[src/arfb_pkg.sv]
`timescale 1ns / 1ps
`default_nettype none

package arfb_pkg;

    // Largest sample count that a frame can announce.
    localparam logic [5:0] ARFB_MAX_SAMPLES = 6'd58;

    // Depth of the job queue between the front and the back part.
    localparam int ARFB_QDEPTH = 2;
    localparam int ARFB_QAW    = (ARFB_QDEPTH > 1) ? $clog2(ARFB_QDEPTH) : 1;

    // Characters of the frame.
    localparam logic [7:0] ARFB_CH_TILDE = 8'h7E;
    localparam logic [7:0] ARFB_CH_ZERO  = 8'h30;
    localparam logic [7:0] ARFB_CH_ONE   = 8'h31;
    localparam logic [7:0] ARFB_CH_LOWA  = 8'h61;
    localparam logic [7:0] ARFB_CH_CR    = 8'h0D;

    // Saturation limits of the decimal fields.
    localparam logic [13:0] ARFB_LIM_2DIG = 14'd99;
    localparam logic [13:0] ARFB_LIM_3DIG = 14'd999;
    localparam logic [13:0] ARFB_LIM_4DIG = 14'd9999;

    // Reflected CRC-8 polynomial.
    localparam logic [7:0] ARFB_CRC_POLY = 8'h8C;

    // Input command codes.
    localparam logic ARFB_CMD_START  = 1'b0;
    localparam logic ARFB_CMD_SAMPLE = 1'b1;

    // Kind of work handed from the front part to the back part.
    typedef enum logic {
        JOB_HEAD,
        JOB_SAMP
    } t_job_kind;

    // One queued job; decimal fields are already saturated.
    typedef struct packed {
        t_job_kind   kind;
        logic        close;
        logic [13:0] len;
        logic [13:0] err;
        logic [13:0] power;
        logic [13:0] sample;
    } t_job;

    // Byte sequencer phases of the back part.
    typedef enum logic [1:0] {
        PH_IDLE,
        PH_HEAD,
        PH_SAMP,
        PH_CLOSE
    } t_phase;

    // Place value of the digit being printed.
    typedef enum logic [1:0] {
        DIV_1000,
        DIV_100,
        DIV_10,
        DIV_1
    } t_div;

endpackage

`default_nettype wire

[src/arfb_in_if.sv]
`timescale 1ns / 1ps
`default_nettype none

interface arfb_in_if;
    logic        valid;
    logic        ready;
    logic        cmd;
    logic [6:0]  err_code;
    logic [9:0]  power_level;
    logic [5:0]  sample_count;
    logic [15:0] sample;

    modport source (
        output valid, cmd, err_code, power_level, sample_count, sample,
        input  ready
    );

    modport sink (
        input  valid, cmd, err_code, power_level, sample_count, sample,
        output ready
    );
endinterface

`default_nettype wire

[src/arfb_out_if.sv]
`timescale 1ns / 1ps
`default_nettype none

interface arfb_out_if;
    logic       valid;
    logic       ready;
    logic [7:0] out_byte;
    logic       frame_end;

    modport source (
        output valid, out_byte, frame_end,
        input  ready
    );

    modport sink (
        input  valid, out_byte, frame_end,
        output ready
    );
endinterface

`default_nettype wire

[src/arfb_front.sv]
`timescale 1ns / 1ps
`default_nettype none

module arfb_front (
    input  wire logic         i_clk,
    input  wire logic         i_rst_n,
    arfb_in_if.sink           i_in,
    input  wire logic         i_q_full,
    output logic              o_q_push,
    output arfb_pkg::t_job    o_q_job
);

    logic [5:0] r_left;
    logic [5:0] n_left;
    logic       s_acc;
    logic [5:0] s_count;

    // An item is taken whenever the queue has room.
    assign i_in.ready = !i_q_full;
    assign s_acc      = i_in.valid && !i_q_full;

    assign s_count = (i_in.sample_count > arfb_pkg::ARFB_MAX_SAMPLES)
                   ? arfb_pkg::ARFB_MAX_SAMPLES : i_in.sample_count;

    // Build the job with all decimal fields saturated.
    always_comb begin
        o_q_job.kind  = (i_in.cmd == arfb_pkg::ARFB_CMD_START)
                      ? arfb_pkg::JOB_HEAD : arfb_pkg::JOB_SAMP;
        o_q_job.close = (i_in.cmd == arfb_pkg::ARFB_CMD_START)
                      ? (s_count == 6'd0) : (r_left == 6'd1);
        o_q_job.len   = 14'd7 + {6'd0, s_count, 2'b00};
        o_q_job.err   = ({7'd0, i_in.err_code} > arfb_pkg::ARFB_LIM_2DIG)
                      ? arfb_pkg::ARFB_LIM_2DIG : {7'd0, i_in.err_code};
        o_q_job.power = ({4'd0, i_in.power_level} > arfb_pkg::ARFB_LIM_3DIG)
                      ? arfb_pkg::ARFB_LIM_3DIG : {4'd0, i_in.power_level};
        o_q_job.sample = (i_in.sample > 16'(arfb_pkg::ARFB_LIM_4DIG))
                       ? arfb_pkg::ARFB_LIM_4DIG : i_in.sample[13:0];
    end

    // A sample outside an open frame is taken and dropped.
    always_comb begin
        o_q_push = 1'b0;
        n_left   = r_left;
        if (s_acc) begin
            if (i_in.cmd == arfb_pkg::ARFB_CMD_START) begin
                o_q_push = 1'b1;
                n_left   = s_count;
            end else if (r_left != 6'd0) begin
                o_q_push = 1'b1;
                n_left   = r_left - 6'd1;
            end
        end
    end

    // Samples still expected in the open frame; zero means no frame is open.
    always_ff @(posedge i_clk) begin
        if (!i_rst_n) begin
            r_left <= 6'd0;
        end else begin
            r_left <= n_left;
        end
    end

endmodule

`default_nettype wire

[src/arfb_fifo.sv]
`timescale 1ns / 1ps
`default_nettype none

module arfb_fifo (
    input  wire logic           i_clk,
    input  wire logic           i_rst_n,
    input  wire logic           i_push,
    input  wire arfb_pkg::t_job i_data,
    output logic                o_full,
    input  wire logic           i_pop,
    output arfb_pkg::t_job      o_data,
    output logic                o_empty
);

    arfb_pkg::t_job                r_mem [arfb_pkg::ARFB_QDEPTH];
    logic [arfb_pkg::ARFB_QAW-1:0] r_wr;
    logic [arfb_pkg::ARFB_QAW-1:0] r_rd;
    logic [arfb_pkg::ARFB_QAW:0]   r_cnt;
    logic                          s_wr_en;
    logic                          s_rd_en;

    assign o_full  = (r_cnt == (arfb_pkg::ARFB_QAW+1)'(arfb_pkg::ARFB_QDEPTH));
    assign o_empty = (r_cnt == '0);
    assign s_wr_en = i_push && !o_full;
    assign s_rd_en = i_pop && !o_empty;
    assign o_data  = r_mem[r_rd];

    // Entry storage.
    always_ff @(posedge i_clk) begin
        if (s_wr_en) begin
            r_mem[r_wr] <= i_data;
        end
    end

    // Pointers and fill count.
    always_ff @(posedge i_clk) begin
        if (!i_rst_n) begin
            r_wr  <= '0;
            r_rd  <= '0;
            r_cnt <= '0;
        end else begin
            if (s_wr_en) begin
                r_wr <= (r_wr == arfb_pkg::ARFB_QAW'(arfb_pkg::ARFB_QDEPTH - 1))
                      ? '0 : r_wr + arfb_pkg::ARFB_QAW'(1);
            end
            if (s_rd_en) begin
                r_rd <= (r_rd == arfb_pkg::ARFB_QAW'(arfb_pkg::ARFB_QDEPTH - 1))
                      ? '0 : r_rd + arfb_pkg::ARFB_QAW'(1);
            end
            if (s_wr_en && !s_rd_en) begin
                r_cnt <= r_cnt + (arfb_pkg::ARFB_QAW+1)'(1);
            end else if (s_rd_en && !s_wr_en) begin
                r_cnt <= r_cnt - (arfb_pkg::ARFB_QAW+1)'(1);
            end
        end
    end

endmodule

`default_nettype wire

[src/arfb_back.sv]
`timescale 1ns / 1ps
`default_nettype none

module arfb_back (
    input  wire logic           i_clk,
    input  wire logic           i_rst_n,
    input  wire logic [9:0]     i_dev_addr,
    input  wire logic [6:0]     i_dev_type,
    input  wire logic           i_q_empty,
    input  wire arfb_pkg::t_job i_q_job,
    output logic                o_q_pop,
    arfb_out_if.source          o_out
);

    arfb_pkg::t_phase r_phase;
    arfb_pkg::t_phase n_phase;
    logic [4:0]       r_idx;
    logic [4:0]       n_idx;
    arfb_pkg::t_job   r_job;
    arfb_pkg::t_job   n_job;
    logic [13:0]      r_val;
    logic [13:0]      n_val;
    logic [7:0]       r_crc;
    logic [7:0]       n_crc;
    logic             r_out_valid;
    logic [7:0]       r_out_byte;
    logic             r_out_end;

    logic             s_adv;
    logic             s_load;
    logic [7:0]       s_byte;
    logic             s_digit;
    arfb_pkg::t_div   s_dsel;
    logic             s_first;
    logic [13:0]      s_src;
    logic             s_last;
    logic             s_end;
    logic             s_crc_en;
    logic [13:0]      s_vin;
    logic [13:0]      s_thr;
    logic [3:0]       s_dig;
    logic [13:0]      s_rem;
    logic [13:0]      s_addr;
    logic [13:0]      s_type;

    // One CRC-8 step over a whole byte, LSB first.
    function automatic logic [7:0] f_crc8(input logic [7:0] c, input logic [7:0] b);
        logic [7:0] x;
        x = c ^ b;
        for (int k = 0; k < 8; k++) begin
            x = x[0] ? ((x >> 1) ^ arfb_pkg::ARFB_CRC_POLY) : (x >> 1);
        end
        return x;
    endfunction

    // Lowercase hex character of a nibble.
    function automatic logic [7:0] f_hex(input logic [3:0] n);
        return (n < 4'd10) ? (arfb_pkg::ARFB_CH_ZERO + {4'd0, n})
                           : (arfb_pkg::ARFB_CH_LOWA + {4'd0, n} - 8'd10);
    endfunction

    assign s_addr = ({4'd0, i_dev_addr} > arfb_pkg::ARFB_LIM_3DIG)
                  ? arfb_pkg::ARFB_LIM_3DIG : {4'd0, i_dev_addr};
    assign s_type = ({7'd0, i_dev_type} > arfb_pkg::ARFB_LIM_2DIG)
                  ? arfb_pkg::ARFB_LIM_2DIG : {7'd0, i_dev_type};

    // While a job is active, a byte is produced whenever the output register is free or drains.
    assign s_adv = (r_phase != arfb_pkg::PH_IDLE) && (!r_out_valid || o_out.ready);

    // Decode of the current byte position.
    always_comb begin
        s_byte   = arfb_pkg::ARFB_CH_TILDE;
        s_digit  = 1'b0;
        s_dsel   = arfb_pkg::DIV_1;
        s_first  = 1'b0;
        s_src    = r_val;
        s_last   = 1'b0;
        s_end    = 1'b0;
        s_crc_en = 1'b0;
        unique case (r_phase)
            arfb_pkg::PH_HEAD: begin
                s_crc_en = 1'b1;
                s_last   = (r_idx == 5'd16);
                case (r_idx)
                    5'd0: s_byte = arfb_pkg::ARFB_CH_TILDE;
                    5'd1: begin
                        s_digit = 1'b1; s_dsel = arfb_pkg::DIV_100;
                        s_first = 1'b1; s_src = s_addr;
                    end
                    5'd2: begin s_digit = 1'b1; s_dsel = arfb_pkg::DIV_10; end
                    5'd3: begin s_digit = 1'b1; s_dsel = arfb_pkg::DIV_1; end
                    5'd4: s_byte = arfb_pkg::ARFB_CH_ZERO;
                    5'd5: s_byte = arfb_pkg::ARFB_CH_ONE;
                    5'd6: begin
                        s_digit = 1'b1; s_dsel = arfb_pkg::DIV_1000;
                        s_first = 1'b1; s_src = r_job.len;
                    end
                    5'd7: begin s_digit = 1'b1; s_dsel = arfb_pkg::DIV_100; end
                    5'd8: begin s_digit = 1'b1; s_dsel = arfb_pkg::DIV_10; end
                    5'd9: begin s_digit = 1'b1; s_dsel = arfb_pkg::DIV_1; end
                    5'd10: begin
                        s_digit = 1'b1; s_dsel = arfb_pkg::DIV_10;
                        s_first = 1'b1; s_src = s_type;
                    end
                    5'd11: begin s_digit = 1'b1; s_dsel = arfb_pkg::DIV_1; end
                    5'd12: begin
                        s_digit = 1'b1; s_dsel = arfb_pkg::DIV_10;
                        s_first = 1'b1; s_src = r_job.err;
                    end
                    5'd13: begin s_digit = 1'b1; s_dsel = arfb_pkg::DIV_1; end
                    5'd14: begin
                        s_digit = 1'b1; s_dsel = arfb_pkg::DIV_100;
                        s_first = 1'b1; s_src = r_job.power;
                    end
                    5'd15: begin s_digit = 1'b1; s_dsel = arfb_pkg::DIV_10; end
                    5'd16: begin s_digit = 1'b1; s_dsel = arfb_pkg::DIV_1; end
                    default: s_byte = arfb_pkg::ARFB_CH_TILDE;
                endcase
            end
            arfb_pkg::PH_SAMP: begin
                s_crc_en = 1'b1;
                s_digit  = 1'b1;
                s_last   = (r_idx == 5'd3);
                case (r_idx)
                    5'd0: begin
                        s_dsel = arfb_pkg::DIV_1000; s_first = 1'b1; s_src = r_job.sample;
                    end
                    5'd1:    s_dsel = arfb_pkg::DIV_100;
                    5'd2:    s_dsel = arfb_pkg::DIV_10;
                    default: s_dsel = arfb_pkg::DIV_1;
                endcase
            end
            arfb_pkg::PH_CLOSE: begin
                s_last = (r_idx == 5'd2);
                case (r_idx)
                    5'd0: s_byte = f_hex(r_crc[7:4]);
                    5'd1: s_byte = f_hex(r_crc[3:0]);
                    default: begin
                        s_byte = arfb_pkg::ARFB_CH_CR;
                        s_end  = 1'b1;
                    end
                endcase
            end
            default: s_byte = arfb_pkg::ARFB_CH_TILDE;
        endcase

        // Digit by parallel compare against the multiples of the place value.
        s_vin = s_first ? s_src : r_val;
        s_dig = 4'd0;
        s_rem = s_vin;
        for (int k = 1; k < 10; k++) begin
            unique case (s_dsel)
                arfb_pkg::DIV_1000: s_thr = 14'(k * 1000);
                arfb_pkg::DIV_100:  s_thr = 14'(k * 100);
                arfb_pkg::DIV_10:   s_thr = 14'(k * 10);
                default:            s_thr = 14'(k);
            endcase
            if (s_vin >= s_thr) begin
                s_dig = 4'(k);
                s_rem = s_vin - s_thr;
            end
        end
        if (s_digit) begin
            s_byte = arfb_pkg::ARFB_CH_ZERO + {4'd0, s_dig};
        end
    end

    // Next state of the byte sequencer.
    always_comb begin
        n_phase = r_phase;
        n_idx   = r_idx;
        n_job   = r_job;
        n_val   = r_val;
        n_crc   = r_crc;
        s_load  = 1'b0;
        if (r_phase == arfb_pkg::PH_IDLE) begin
            s_load = !i_q_empty;
        end else if (s_adv) begin
            n_idx = r_idx + 5'd1;
            if (s_digit) begin
                n_val = s_rem;
            end
            if (s_crc_en) begin
                n_crc = f_crc8(r_crc, s_byte);
            end
            if (s_last) begin
                if (r_phase != arfb_pkg::PH_CLOSE && r_job.close) begin
                    n_phase = arfb_pkg::PH_CLOSE;
                    n_idx   = 5'd0;
                end else begin
                    if (r_phase == arfb_pkg::PH_CLOSE) begin
                        n_crc = 8'd0;
                    end
                    n_phase = arfb_pkg::PH_IDLE;
                    s_load  = !i_q_empty;
                end
            end
        end
        // Take the next job straight away so that jobs run back to back.
        if (s_load) begin
            n_job = i_q_job;
            n_idx = 5'd0;
            if (i_q_job.kind == arfb_pkg::JOB_HEAD) begin
                n_phase = arfb_pkg::PH_HEAD;
                n_crc   = 8'd0;
            end else begin
                n_phase = arfb_pkg::PH_SAMP;
            end
        end
        o_q_pop = s_load;
    end

    // Sequencer control state.
    always_ff @(posedge i_clk) begin
        if (!i_rst_n) begin
            r_phase     <= arfb_pkg::PH_IDLE;
            r_idx       <= 5'd0;
            r_crc       <= 8'd0;
            r_out_valid <= 1'b0;
        end else begin
            r_phase <= n_phase;
            r_idx   <= n_idx;
            r_crc   <= n_crc;
            if (s_adv) begin
                r_out_valid <= 1'b1;
            end else if (o_out.ready) begin
                r_out_valid <= 1'b0;
            end
        end
    end

    // Job, residual value and output payload.
    always_ff @(posedge i_clk) begin
        r_job <= n_job;
        r_val <= n_val;
        if (s_adv) begin
            r_out_byte <= s_byte;
            r_out_end  <= s_end;
        end
    end

    assign o_out.valid     = r_out_valid;
    assign o_out.out_byte  = r_out_byte;
    assign o_out.frame_end = r_out_end;

endmodule

`default_nettype wire

[src/ascii_report_frame_builder.sv]
// Channel   Dir  Handshake      Payload
// i_in      in   valid/ready    cmd, err_code, power_level, sample_count, sample
// o_out     out  valid/ready    out_byte, frame_end
// APB       in   psel/penable   paddr[2] selects device_address or device_type
//
// The output gives one byte per cycle while a job is queued or running and o_out
// is not stalled: a sample prints four digits, a start item the header, and
// a frame close the CRC and a CR. Items enter a 2-entry job queue, so input is
// taken while earlier items are still being printed. Reset is synchronous
// and active low; it clears the queue, frame state and both registers.
// A stall on o_out holds the sequencer; the queue then fills and drops ready.
`timescale 1ns / 1ps
`default_nettype none

module ascii_report_frame_builder (
    input  wire logic         i_clk,
    input  wire logic         i_rst_n,
    arfb_in_if.sink           i_in,
    arfb_out_if.source        o_out,
    input  wire logic         psel,
    input  wire logic         penable,
    input  wire logic         pwrite,
    input  wire logic [2:0]   paddr,
    input  wire logic [31:0]  pwdata,
    output logic [31:0]       prdata,
    output logic              pready
);

    logic [9:0]     r_dev_addr;
    logic [6:0]     r_dev_type;
    logic           s_push;
    logic           s_full;
    logic           s_pop;
    logic           s_empty;
    arfb_pkg::t_job s_job_in;
    arfb_pkg::t_job s_job_out;

    // Configuration registers.
    assign pready = 1'b1;
    always_ff @(posedge i_clk) begin
        if (!i_rst_n) begin
            r_dev_addr <= 10'd0;
            r_dev_type <= 7'd0;
        end else if (psel && penable && pwrite) begin
            if (paddr[2]) begin
                r_dev_type <= pwdata[6:0];
            end else begin
                r_dev_addr <= pwdata[9:0];
            end
        end
    end

    assign prdata = paddr[2] ? {25'd0, r_dev_type} : {22'd0, r_dev_addr};

    // Front part: accepts and classifies items.
    arfb_front u_front (
        .i_clk    (i_clk),
        .i_rst_n  (i_rst_n),
        .i_in     (i_in),
        .i_q_full (s_full),
        .o_q_push (s_push),
        .o_q_job  (s_job_in)
    );

    // Job queue between the two parts.
    arfb_fifo u_fifo (
        .i_clk   (i_clk),
        .i_rst_n (i_rst_n),
        .i_push  (s_push),
        .i_data  (s_job_in),
        .o_full  (s_full),
        .i_pop   (s_pop),
        .o_data  (s_job_out),
        .o_empty (s_empty)
    );

    // Back part: prints the frame bytes and the CRC.
    arfb_back u_back (
        .i_clk      (i_clk),
        .i_rst_n    (i_rst_n),
        .i_dev_addr (r_dev_addr),
        .i_dev_type (r_dev_type),
        .i_q_empty  (s_empty),
        .i_q_job    (s_job_out),
        .o_q_pop    (s_pop),
        .o_out      (o_out)
    );

endmodule

`default_nettype wire

[src/flat_wrapper.sv]
// flat-port wrapper written by rule: the top's interface ports become plain ports
module ascii_report_frame_builder_flat 
  (i_clk, i_rst_n, psel, penable, pwrite, paddr, pwdata, prdata, pready, i_in_valid, i_in_cmd, i_in_err_code, i_in_power_level, i_in_sample_count, i_in_sample, i_in_ready, o_out_valid, o_out_out_byte, o_out_frame_end, o_out_ready);
  arfb_in_if i_in_i ();
  arfb_out_if o_out_i ();
  input  wire logic i_clk;
  input  wire logic i_rst_n;
  input  wire logic psel;
  input  wire logic penable;
  input  wire logic pwrite;
  input  wire logic [2:0] paddr;
  input  wire logic [31:0] pwdata;
  output logic [31:0] prdata;
  output logic pready;
  input wire logic [$bits(i_in_i.valid)-1:0] i_in_valid;
  input wire logic [$bits(i_in_i.cmd)-1:0] i_in_cmd;
  input wire logic [$bits(i_in_i.err_code)-1:0] i_in_err_code;
  input wire logic [$bits(i_in_i.power_level)-1:0] i_in_power_level;
  input wire logic [$bits(i_in_i.sample_count)-1:0] i_in_sample_count;
  input wire logic [$bits(i_in_i.sample)-1:0] i_in_sample;
  output wire logic [$bits(i_in_i.ready)-1:0] i_in_ready;
  output wire logic [$bits(o_out_i.valid)-1:0] o_out_valid;
  output wire logic [$bits(o_out_i.out_byte)-1:0] o_out_out_byte;
  output wire logic [$bits(o_out_i.frame_end)-1:0] o_out_frame_end;
  input wire logic [$bits(o_out_i.ready)-1:0] o_out_ready;
  assign i_in_i.valid = i_in_valid;
  assign i_in_i.cmd = i_in_cmd;
  assign i_in_i.err_code = i_in_err_code;
  assign i_in_i.power_level = i_in_power_level;
  assign i_in_i.sample_count = i_in_sample_count;
  assign i_in_i.sample = i_in_sample;
  assign i_in_ready = i_in_i.ready;
  assign o_out_valid = o_out_i.valid;
  assign o_out_out_byte = o_out_i.out_byte;
  assign o_out_frame_end = o_out_i.frame_end;
  assign o_out_i.ready = o_out_ready;
  ascii_report_frame_builder u_core (.i_clk(i_clk), .i_rst_n(i_rst_n), .i_in(i_in_i), .o_out(o_out_i), .psel(psel), .penable(penable), .pwrite(pwrite), .paddr(paddr), .pwdata(pwdata), .prdata(prdata), .pready(pready));
endmodule
[config.mk]
export PLATFORM = sky130hd
export DESIGN_NAME = ascii_report_frame_builder_flat
export DESIGN_NICKNAME = d
export VERILOG_FILES = /design/src/arfb_pkg.sv /design/src/arfb_in_if.sv /design/src/arfb_out_if.sv /design/src/arfb_front.sv /design/src/arfb_fifo.sv /design/src/arfb_back.sv /design/src/ascii_report_frame_builder.sv /design/src/flat_wrapper.sv
export SDC_FILE = /design/constraint.sdc
export NUM_CORES = 1
export LEC_CHECK = 0
export BUFFER_PORTS_ARGS = -buffer_cell sky130_fd_sc_hd__buf_2
export CAP_MARGIN = 40
export CORE_ASPECT_RATIO = 1.5
export CORE_MARGIN = 1
export CORE_UTILIZATION = 60
export DETAILED_ROUTE_END_ITERATION = 16
export HOLD_SLACK_MARGIN = 0.1
export PLACE_DENSITY = 0.8
export SKIP_CTS_REPAIR_TIMING = 1
export SLEW_MARGIN = 20
export SYNTH_ARGS = -nofsm -noshare
export SYNTH_HDL_FRONTEND = slang
export SYNTH_HIERARCHICAL = 1
export SYNTH_SLANG_ARGS = --single-unit
[constraint.sdc]
create_clock -name i_clk -period 17.45 [get_ports i_clk]
set_clock_uncertainty 0.15 [all_clocks]
set_input_delay 0 -clock i_clk [delete_from_list [all_inputs] [get_ports i_clk]]
set_output_delay 0 -clock i_clk [all_outputs]
set_load 0.01 [all_outputs]
Yosys cells after proc, flatten, opt, wreduce, memory -nomap -nowiden
Memories as Yosys holds them, arrays and structs flattened. A register that Yosys moved wholly into a read port is not among the register bits. Cells that the tools add are included.

Flip-flop bits (word level): 123. Latch bits: 0. Bits in writable memories: 84. ROM bits: 0. Input bits: 82. Output and inout port bits: 44. Logic and storage cells: 236. Memories kept: 1.

$add $sub $neg: 23. Multiply operators: 0. Div/mod/pow operators: 0. Magnitude comparators: 17. Equality and inequality tests: 26. Shift-type cells: 0. Muxes and demuxes: 100. Bitwise gates (word level): 12. Reduce and logical (&&, ||, !) cells: 39.

Memory list: u_core.u_fifo.r_mem (words 2, bits a word 42, read ports 1, clocked after memory_dff 1, write ports 1, RTL line arfb_fifo.sv:15) `arfb_pkg::t_job r_mem [arfb_pkg::ARFB_QDEPTH];`.

Operators with widths (count): 14-bit 2-to-1 mux (12); 13-bit one-hot mux with 3 select lines (4); 8-bit 2-to-1 mux (19); 14-bit >= comparator (9); 14-bit subtractor (9); 12-bit one-hot mux with 3 select lines (2); 14-bit one-hot mux with 5 select lines (1); 14-bit one-hot mux with 3 select lines (1); 5-bit by 4-bit equality test with 1-bit output (second input constant) (8); 11-bit one-hot mux with 3 select lines (1); 4-bit 2-to-1 mux (8); 8-bit one-hot mux with 2 select lines (2); 10-bit 2-to-1 mux (3); 10-bit one-hot mux with 3 select lines (1); 14-bit one-hot mux with 2 select lines (1); 2-bit NOT with 3-bit output (8); 1-bit 2-to-1 mux (23); 6-bit by 4-bit adder with 7-bit output (first input constant) (3); 5-bit by 3-bit equality test with 1-bit output (second input constant) (4); 10-bit > comparator (second input constant) (2); 6-bit 2-to-1 mux (3); 7-bit by 4-bit adder with 8-bit output (first input constant) (2); 16-bit by 14-bit > comparator with 1-bit output (second input constant) (1); 2-bit 2-to-1 mux (8); other kinds (41) (82).

Logic depth before layout (Yosys ltp)
Depth after elaboration: 43. Depth in mapped cells: 28. Gate-level depth less buffers: 25.

Hierarchy
Netlist, hierarchy kept.

Modules (own cells, without submodules): arfb_back (times used 1, cells an instance 1210, area each 9908.3 µm², sequential area each 2692.6 µm²); arfb_fifo (times used 1, cells an instance 205, area each 4415.5 µm², sequential area each 3583.4 µm²); ascii_report_frame_builder (times used 1, cells an instance 103, area each 943.4 µm², sequential area each 340.3 µm²); arfb_front (times used 1, cells an instance 134, area each 930.9 µm², sequential area each 120.1 µm²).

Worst setup path before layout
OpenSTA, ideal clock, no wires.

Path kind: register -> register. Start: register u_core.u_back.r_idx[3]. End: register u_core.u_back.r_crc[1]. Library setup time: 0.070 ns. Arrival: 5.777 ns. Data required time: 17.230 ns. Slack: 11.454 ns. Cell stages (with the launch flop): 25. Path buffers: 6. Period minus slack after synthesis: 5.996 ns. Cell sequence: dfxtp_1 buf_6 buf_4 buf_1 clkbuf_1 mux2_2 nand2_1 a21oi_1 o21ai_0 and3_1 inv_1 ha_1 o21bai_1 ha_1 clkbuf_1 a21o_1 a211oi_1 nand3_1 a31o_2 clkbuf_1 or3_1 a211o_2 xnor2_4 xnor3_1 o21ai_1.

Cells in the longest elaborated chain, start to end: 38. Elaborated cells between the ends (all ways): 95. Those cells by class: 1 x add/sub; 9 x order compare; 18 x eq/ne; 54 x mux; 7 x bitwise; 6 x reduce/logical.

Ends and longest elaborated chain: from (decl) (RTL line arfb_back.sv:17) `logic [4:0] r_idx;`; from (signal assigned) (RTL line arfb_back.sv:222) `r_idx <= n_idx;`; 5-bit by 2-bit equality test with 1-bit output, or another cell as far along (RTL line arfb_back.sv:84, arfb_back.sv:124, arfb_back.sv:134); 5-bit OR reduction (no source line) or 3-bit OR reduction (tied branches); 2-bit one-hot mux with 3 select lines (RTL line arfb_back.sv:84) `case (r_idx)`; 2-bit one-hot mux with 2 select lines (RTL line arfb_back.sv:80) `unique case (r_phase)`; 2-bit equality test, or another cell as far along (RTL line arfb_back.sv:152) `unique case (s_dsel)`; 10-bit one-hot mux with 3 select lines (RTL line arfb_back.sv:152); 14-bit >= comparator (RTL line arfb_back.sv:158) `if (s_vin >= s_thr) begin`; 1-bit 2-to-1 mux (RTL line arfb_back.sv:158); [22 not listed]; 8-bit 2-to-1 mux (RTL line arfb_back.sv:183) `if (s_crc_en) begin`; 8-bit 2-to-1 mux (RTL line arfb_back.sv:191) `if (r_phase == arfb_pkg::PH_CLOSE) begin`; 8-bit 2-to-1 mux (RTL line arfb_back.sv:187) `if (r_phase != arfb_pkg::PH_CLOSE && r_job.close) begin`; 8-bit 2-to-1 mux (RTL line arfb_back.sv:186) `if (s_last) begin`; 8-bit 2-to-1 mux (RTL line arfb_back.sv:178) `end else if (s_adv) begin`; 8-bit 2-to-1 mux (RTL line arfb_back.sv:176) `if (r_phase == arfb_pkg::PH_IDLE) begin`; 8-bit 2-to-1 mux (RTL line arfb_back.sv:203) `if (i_q_job.kind == arfb_pkg::JOB_HEAD) begin`; 8-bit 2-to-1 mux (*) (RTL line arfb_back.sv:200) `if (s_load) begin`; to (signal assigned) (RTL line arfb_back.sv:223) `r_crc <= n_crc;`; to (decl) (RTL line arfb_back.sv:23) `logic [7:0] r_crc;`.

Mark *: on every way between the ends. The rest lies on a longest branch, timed or not. A chain may end at the register's enable or synchronous reset.

Worst setup path in the final report
Start: register u_core.u_back.r_idx[0]. End: register u_core.u_back.r_crc[3].

Elaborated cells between the ends (all ways): 94. Those cells by class: 1 x add/sub; 9 x order compare; 18 x eq/ne; 54 x mux; 6 x bitwise; 6 x reduce/logical.

RTL lines: 5-bit by 2-bit equality test with 1-bit output, or another cell as far along (RTL line arfb_back.sv:84, arfb_back.sv:124); 5-bit OR reduction (no source line) or 3-bit OR reduction (tied branches); 2-bit one-hot mux with 3 select lines (RTL line arfb_back.sv:84); 2-bit one-hot mux with 2 select lines (RTL line arfb_back.sv:80); 2-bit equality test, or another cell as far along (RTL line arfb_back.sv:152); 10-bit one-hot mux with 3 select lines (RTL line arfb_back.sv:152); 14-bit >= comparator (RTL line arfb_back.sv:158); 1-bit 2-to-1 mux (RTL line arfb_back.sv:158); [10 not listed]; named net u_core.u_back.s_byte[1] (RTL line arfb_back.sv:31) `logic [7:0] s_byte;`; [9 not listed]; 8-bit 2-to-1 mux (*) (RTL line arfb_back.sv:183); 8-bit 2-to-1 mux (RTL line arfb_back.sv:191); 8-bit 2-to-1 mux (RTL line arfb_back.sv:187); 8-bit 2-to-1 mux (*) (RTL line arfb_back.sv:186); 8-bit 2-to-1 mux (*) (RTL line arfb_back.sv:178); 8-bit 2-to-1 mux (*) (RTL line arfb_back.sv:176); 8-bit 2-to-1 mux (RTL line arfb_back.sv:203); 8-bit 2-to-1 mux (*) (RTL line arfb_back.sv:200).

Mark *: on every way through the listed nets, which the timed path passes. The rest lies on a longest branch.

==> flow_summary_export.csv <==
group,metric,value,unit
status,status,"completed",
floorplanning,core-area,26490,sq um
floorplanning,die_area,27670,sq um
power,vdd_drop_max,184.9,uV
synth,synthArstFlopShare,0,%
timing,final_max_slew_viol_count,0,
final_layout,fill_cells,1928,
synth,synth_top_area_share,36.15,%
timing,relSlewSlack,43.19,%
synth,synth_common_cells,"edfxtp_1 (195), nand2_1 (136), nor2_1 (108), a21oi_1 (105), o21ai_0 (103)",
clock_tree,clockRootBuffer,"clkbuf_16",
timing,worst_hold_slack,0.09145,ns
route,met3WireLength,3854,um
final_layout,area_growth,11.89,%
global_route,grtUsageTotal,37.61,%
place,port_buffers,77,
final_layout,seq_area,6738,sq um
synth,synth_seq_cells,239,
timing,tightest_slew,0.8522,ns
synth,yosysMostFrequentCell,"edfxtp_1",
place,dp_hpwl,37910,um
flow_run,drv_cap,0,
route,postRouteAntennaNets,0,
route,vias,14320,
final_layout,multi_input_area,8615,sq um
critical_path,crit_start,"u_core/u_back/r_idx[0]$_SDFFE_PP0P_",
clock_tree,cts_buffers,20,
critical_path,cp_max_fo,17,
critical_path,critical_path_class,"reg -> reg",
synth,ys_seq_area_share,41.59,%
timing,hold_viol,0,
power,powerDensity,186.6,nW/um^2
critical_path,critPathLaunchType,"flop",
global_route,grt_pass1_vias,13390,
synth,synth_edf_count,195,
synth,syn-mean-instance-area,9.805,sq um
final_layout,num-nets-final,1917,
final_layout,fin_area,18120,sq um
route,wl,56400,um
synth,synthAdderAreaFrac,5.762,%
timing,setup_tns,0,ns
route,dr.first_iter.drc_count,1483,
place,place.gp.congestion,1.015,
route,route.detailed.drc,0,
critical_path,crit_required,17.75,ns
timing,max_freq,124.3,MHz
final_layout,fin_cells,2116,
synth,yosysWarnings,6,
global_route,grt_max_degree,60,
synth,synth_xor_area_share,4.001,%
critical_path,r2r_start,"u_core/u_back/r_idx[0]$_SDFFE_PP0P_",
clock_tree,worstSkewPairLatency,0.53,ns
synth,yosysTopAreaCell,"edfxtp_1",
critical_path,r2r_slack,9.41,ns
floorplanning,die_y,203.2,um
route,maxUsedRoutingLayer,"met4",
synth,netlist_top_cells_area,"edfxtp_1 (36%), dfxtp_1 (5.4%), ha_1 (5.0%)",
place,dp_cells,1994,
route,drt-vias-per-instance,6.767,
clock_tree,clk_pin_slew_worst_paths,0.07,ns
synth,synthSimpleGateAreaFrac,15.36,%
min_path,hold_path.class,"in -> reg",
critical_path,reg2regPathDepth,23,
route,dr_wl_met2,28840,um
route,drt_first_pass_iters,8,
route,wl_met1,18050,um
critical_path,arrival,8.34,ns
timing,rsz0062_at_grt,"no",
synth,synth_compound_area_share,19.94,%
route,route.detailed.wl_per_inst,26.66,um
final_layout,drive_gt1_share,13.78,%
synth,synth_top_family_by_area,"compound AO/OA/AOI/OAI gates",
synth,synthCells,1652,
floorplanning,rows,73,
place,dpl_cell_area,16620,sq um
global_route,grt_pass1_wl,76890,um
floorplanning,ios,126,
synth,syn-cell-area,16200,sq um
critical_path,r2r_end,"u_core/u_back/r_crc[3]$_SDFF_PN0_",
global_route,grt_antenna_before_repair,0,
timing,post-route-min-period,8.043,ns
power,finalPower,3.382,mW
critical_path,endpoint,"u_core/u_back/r_crc[3]$_SDFF_PN0_",
floorplanning,die_w,136.2,um
timing,setup_ws,9.407,ns
clock_tree,cts_max_level,1,
clock_tree,clock_sinks,239,
synth,yosysUniqueCellTypes,110,
timing,setup_viol,0,
timing,period_share,46.09,%
synth,synth.area.mux_share,7.045,%
power,p_leak,6.736,nW
global_route,grt_overflow,0,
floorplanning,start_util,61.15,%
clock_tree,cts_tree,"built",
synth,synth-main-ff-cell,"edfxtp_1",
place,post-place-ws,9.820,ns
clock_tree,cts_buffer_depth,3,
final_layout,final_util,68.42,%
critical_path,end_kind,"flop",
[cell usage in the layout (no fill, tap or decap), types with 13 or more instances in the layout]
master         netlist  final
conb_1               5     43
nor2_1             108    108
mux2_2              52     52
buf_2               16     78
inv_1               65     64
ha_1                65     65
and3_1              22     21
nand3_1             37     37
a211oi_1            21     21
clkbuf_16            0     21
dlygate4sd3_1        0     83
a21oi_1            105    105
o21ai_0            103    103
nand2_1            136    136
nand4_1             16     16
nor3_1              38     38
xor2_1              21     21
and2_1              25     25
nor2b_1             23     23
o211ai_1            17     17
o21a_1              15     15
or2_2               13     13
edfxtp_1           195    195
mux2i_1             33     33
a21o_1              20     20
xnor2_1             35     35
buf_4               46     25
mux2_1              20     20
dfxtp_1             44     43
nand2b_1            24     24
a31oi_1             15     15
[where the power goes]
group / internal [mW] / total (mW) / switching, mW
sequential: 0.796 / 0.853 / 0.0563
combinational: 0.736 / 2.07 / 1.33
clock: 0.251 / 0.462 / 0.211
[flip-flops by register name, indices dropped and copies added (netlist names), 2 cells and up, named ones only]
register,flops
u_core/r_dev_type,7
u_core/u_fifo/r_mem,116
u_core/u_back/r_crc,8
u_core/u_back/o_out.out_byte,7
u_core/u_back/r_job,57
u_core/u_front/r_left,6
u_core/r_dev_addr,10
u_core/u_back/r_phase,2
u_core/u_fifo/r_cnt,2
u_core/u_back/r_idx,5
u_core/u_back/r_val,14
[critical path, stage by stage, from the launching register on]
cell      delay (ns)
dfxtp_1         0.44
inv_1           0.11
ha_1            0.34
or4b_1          0.66
nor2_4          0.09
o21ai_2         0.66
nor3_1          0.13
a311o_1         0.52
inv_1           0.22
ha_1            0.31
fa_1            0.34
nor2b_1         0.10
o21ai_0         0.17
nand2b_1        0.12
o41a_1          0.36
o22a_1          0.36
o221ai_1        0.39
nand4_1         0.62
a311oi_1        0.66
o22ai_2         0.20
xnor2_2         0.28
xor3_1          0.42
xor2_1          0.15
o21ai_0         0.14
[metal layers]
| metal | global-route usage (%) | up-vias |
|---|---|---|
| met2 | 67.37 | 823 |
| li1 | - | 6288 |
| met4 | 31.94 | 0 |
| met3 | 7.084 | 304 |
| met1 | 36.50 | 6904 |
| met5 | 0 | - |
[how the worst min path moves through the flow]
stage | slack (ns) | depth (start not counted) | start | to
finish | 0.09 | 2 | i_in_err_code[5] | u_core/u_fifo/r_mem[0][33]$_DFFE_PP_
global route | 0.11 | 2 | i_in_power_level[5] | u_core/u_fifo/r_mem[1][19]$_DFFE_PP_
CTS | -0.47 | 1 | i_in_power_level[8] | u_core/u_fifo/r_mem[1][22]$_DFFE_PP_
detailed placement | 0.06 | 1 | i_in_power_level[7] | u_core/u_fifo/r_mem[1][21]$_DFFE_PP_
global placement | 0.05 | 1 | i_in_power_level[6] | u_core/u_fifo/r_mem[1][20]$_DFFE_PP_
floorplan | -0.03 | 1 | i_rst_n | u_core/u_fifo/r_wr$_SDFFE_PN0P_
[layout make-up]
cell class	count	share of cell area, %
clock buffer	25	2.982
tap	337	2.327
clock inverter	11	0.6006
multi-input combinational	1245	47.53
antenna	1	0.01381
sequential	239	37.18
timing repair buffer	188	7.919
inverter	70	1.450
[cells by family (layout without fill, tap and decap cells)]
kind of cell | after synthesis | after routing
other cells | 5 | 44
simple gates | 494 | 494
fa+ha+maj | 71 | 71
buf+inv | 206 | 294
compound gates | 469 | 469
xor+xnor | 63 | 63
mux | 105 | 105
flops | 239 | 239
(Power assumes the default switching activity.)
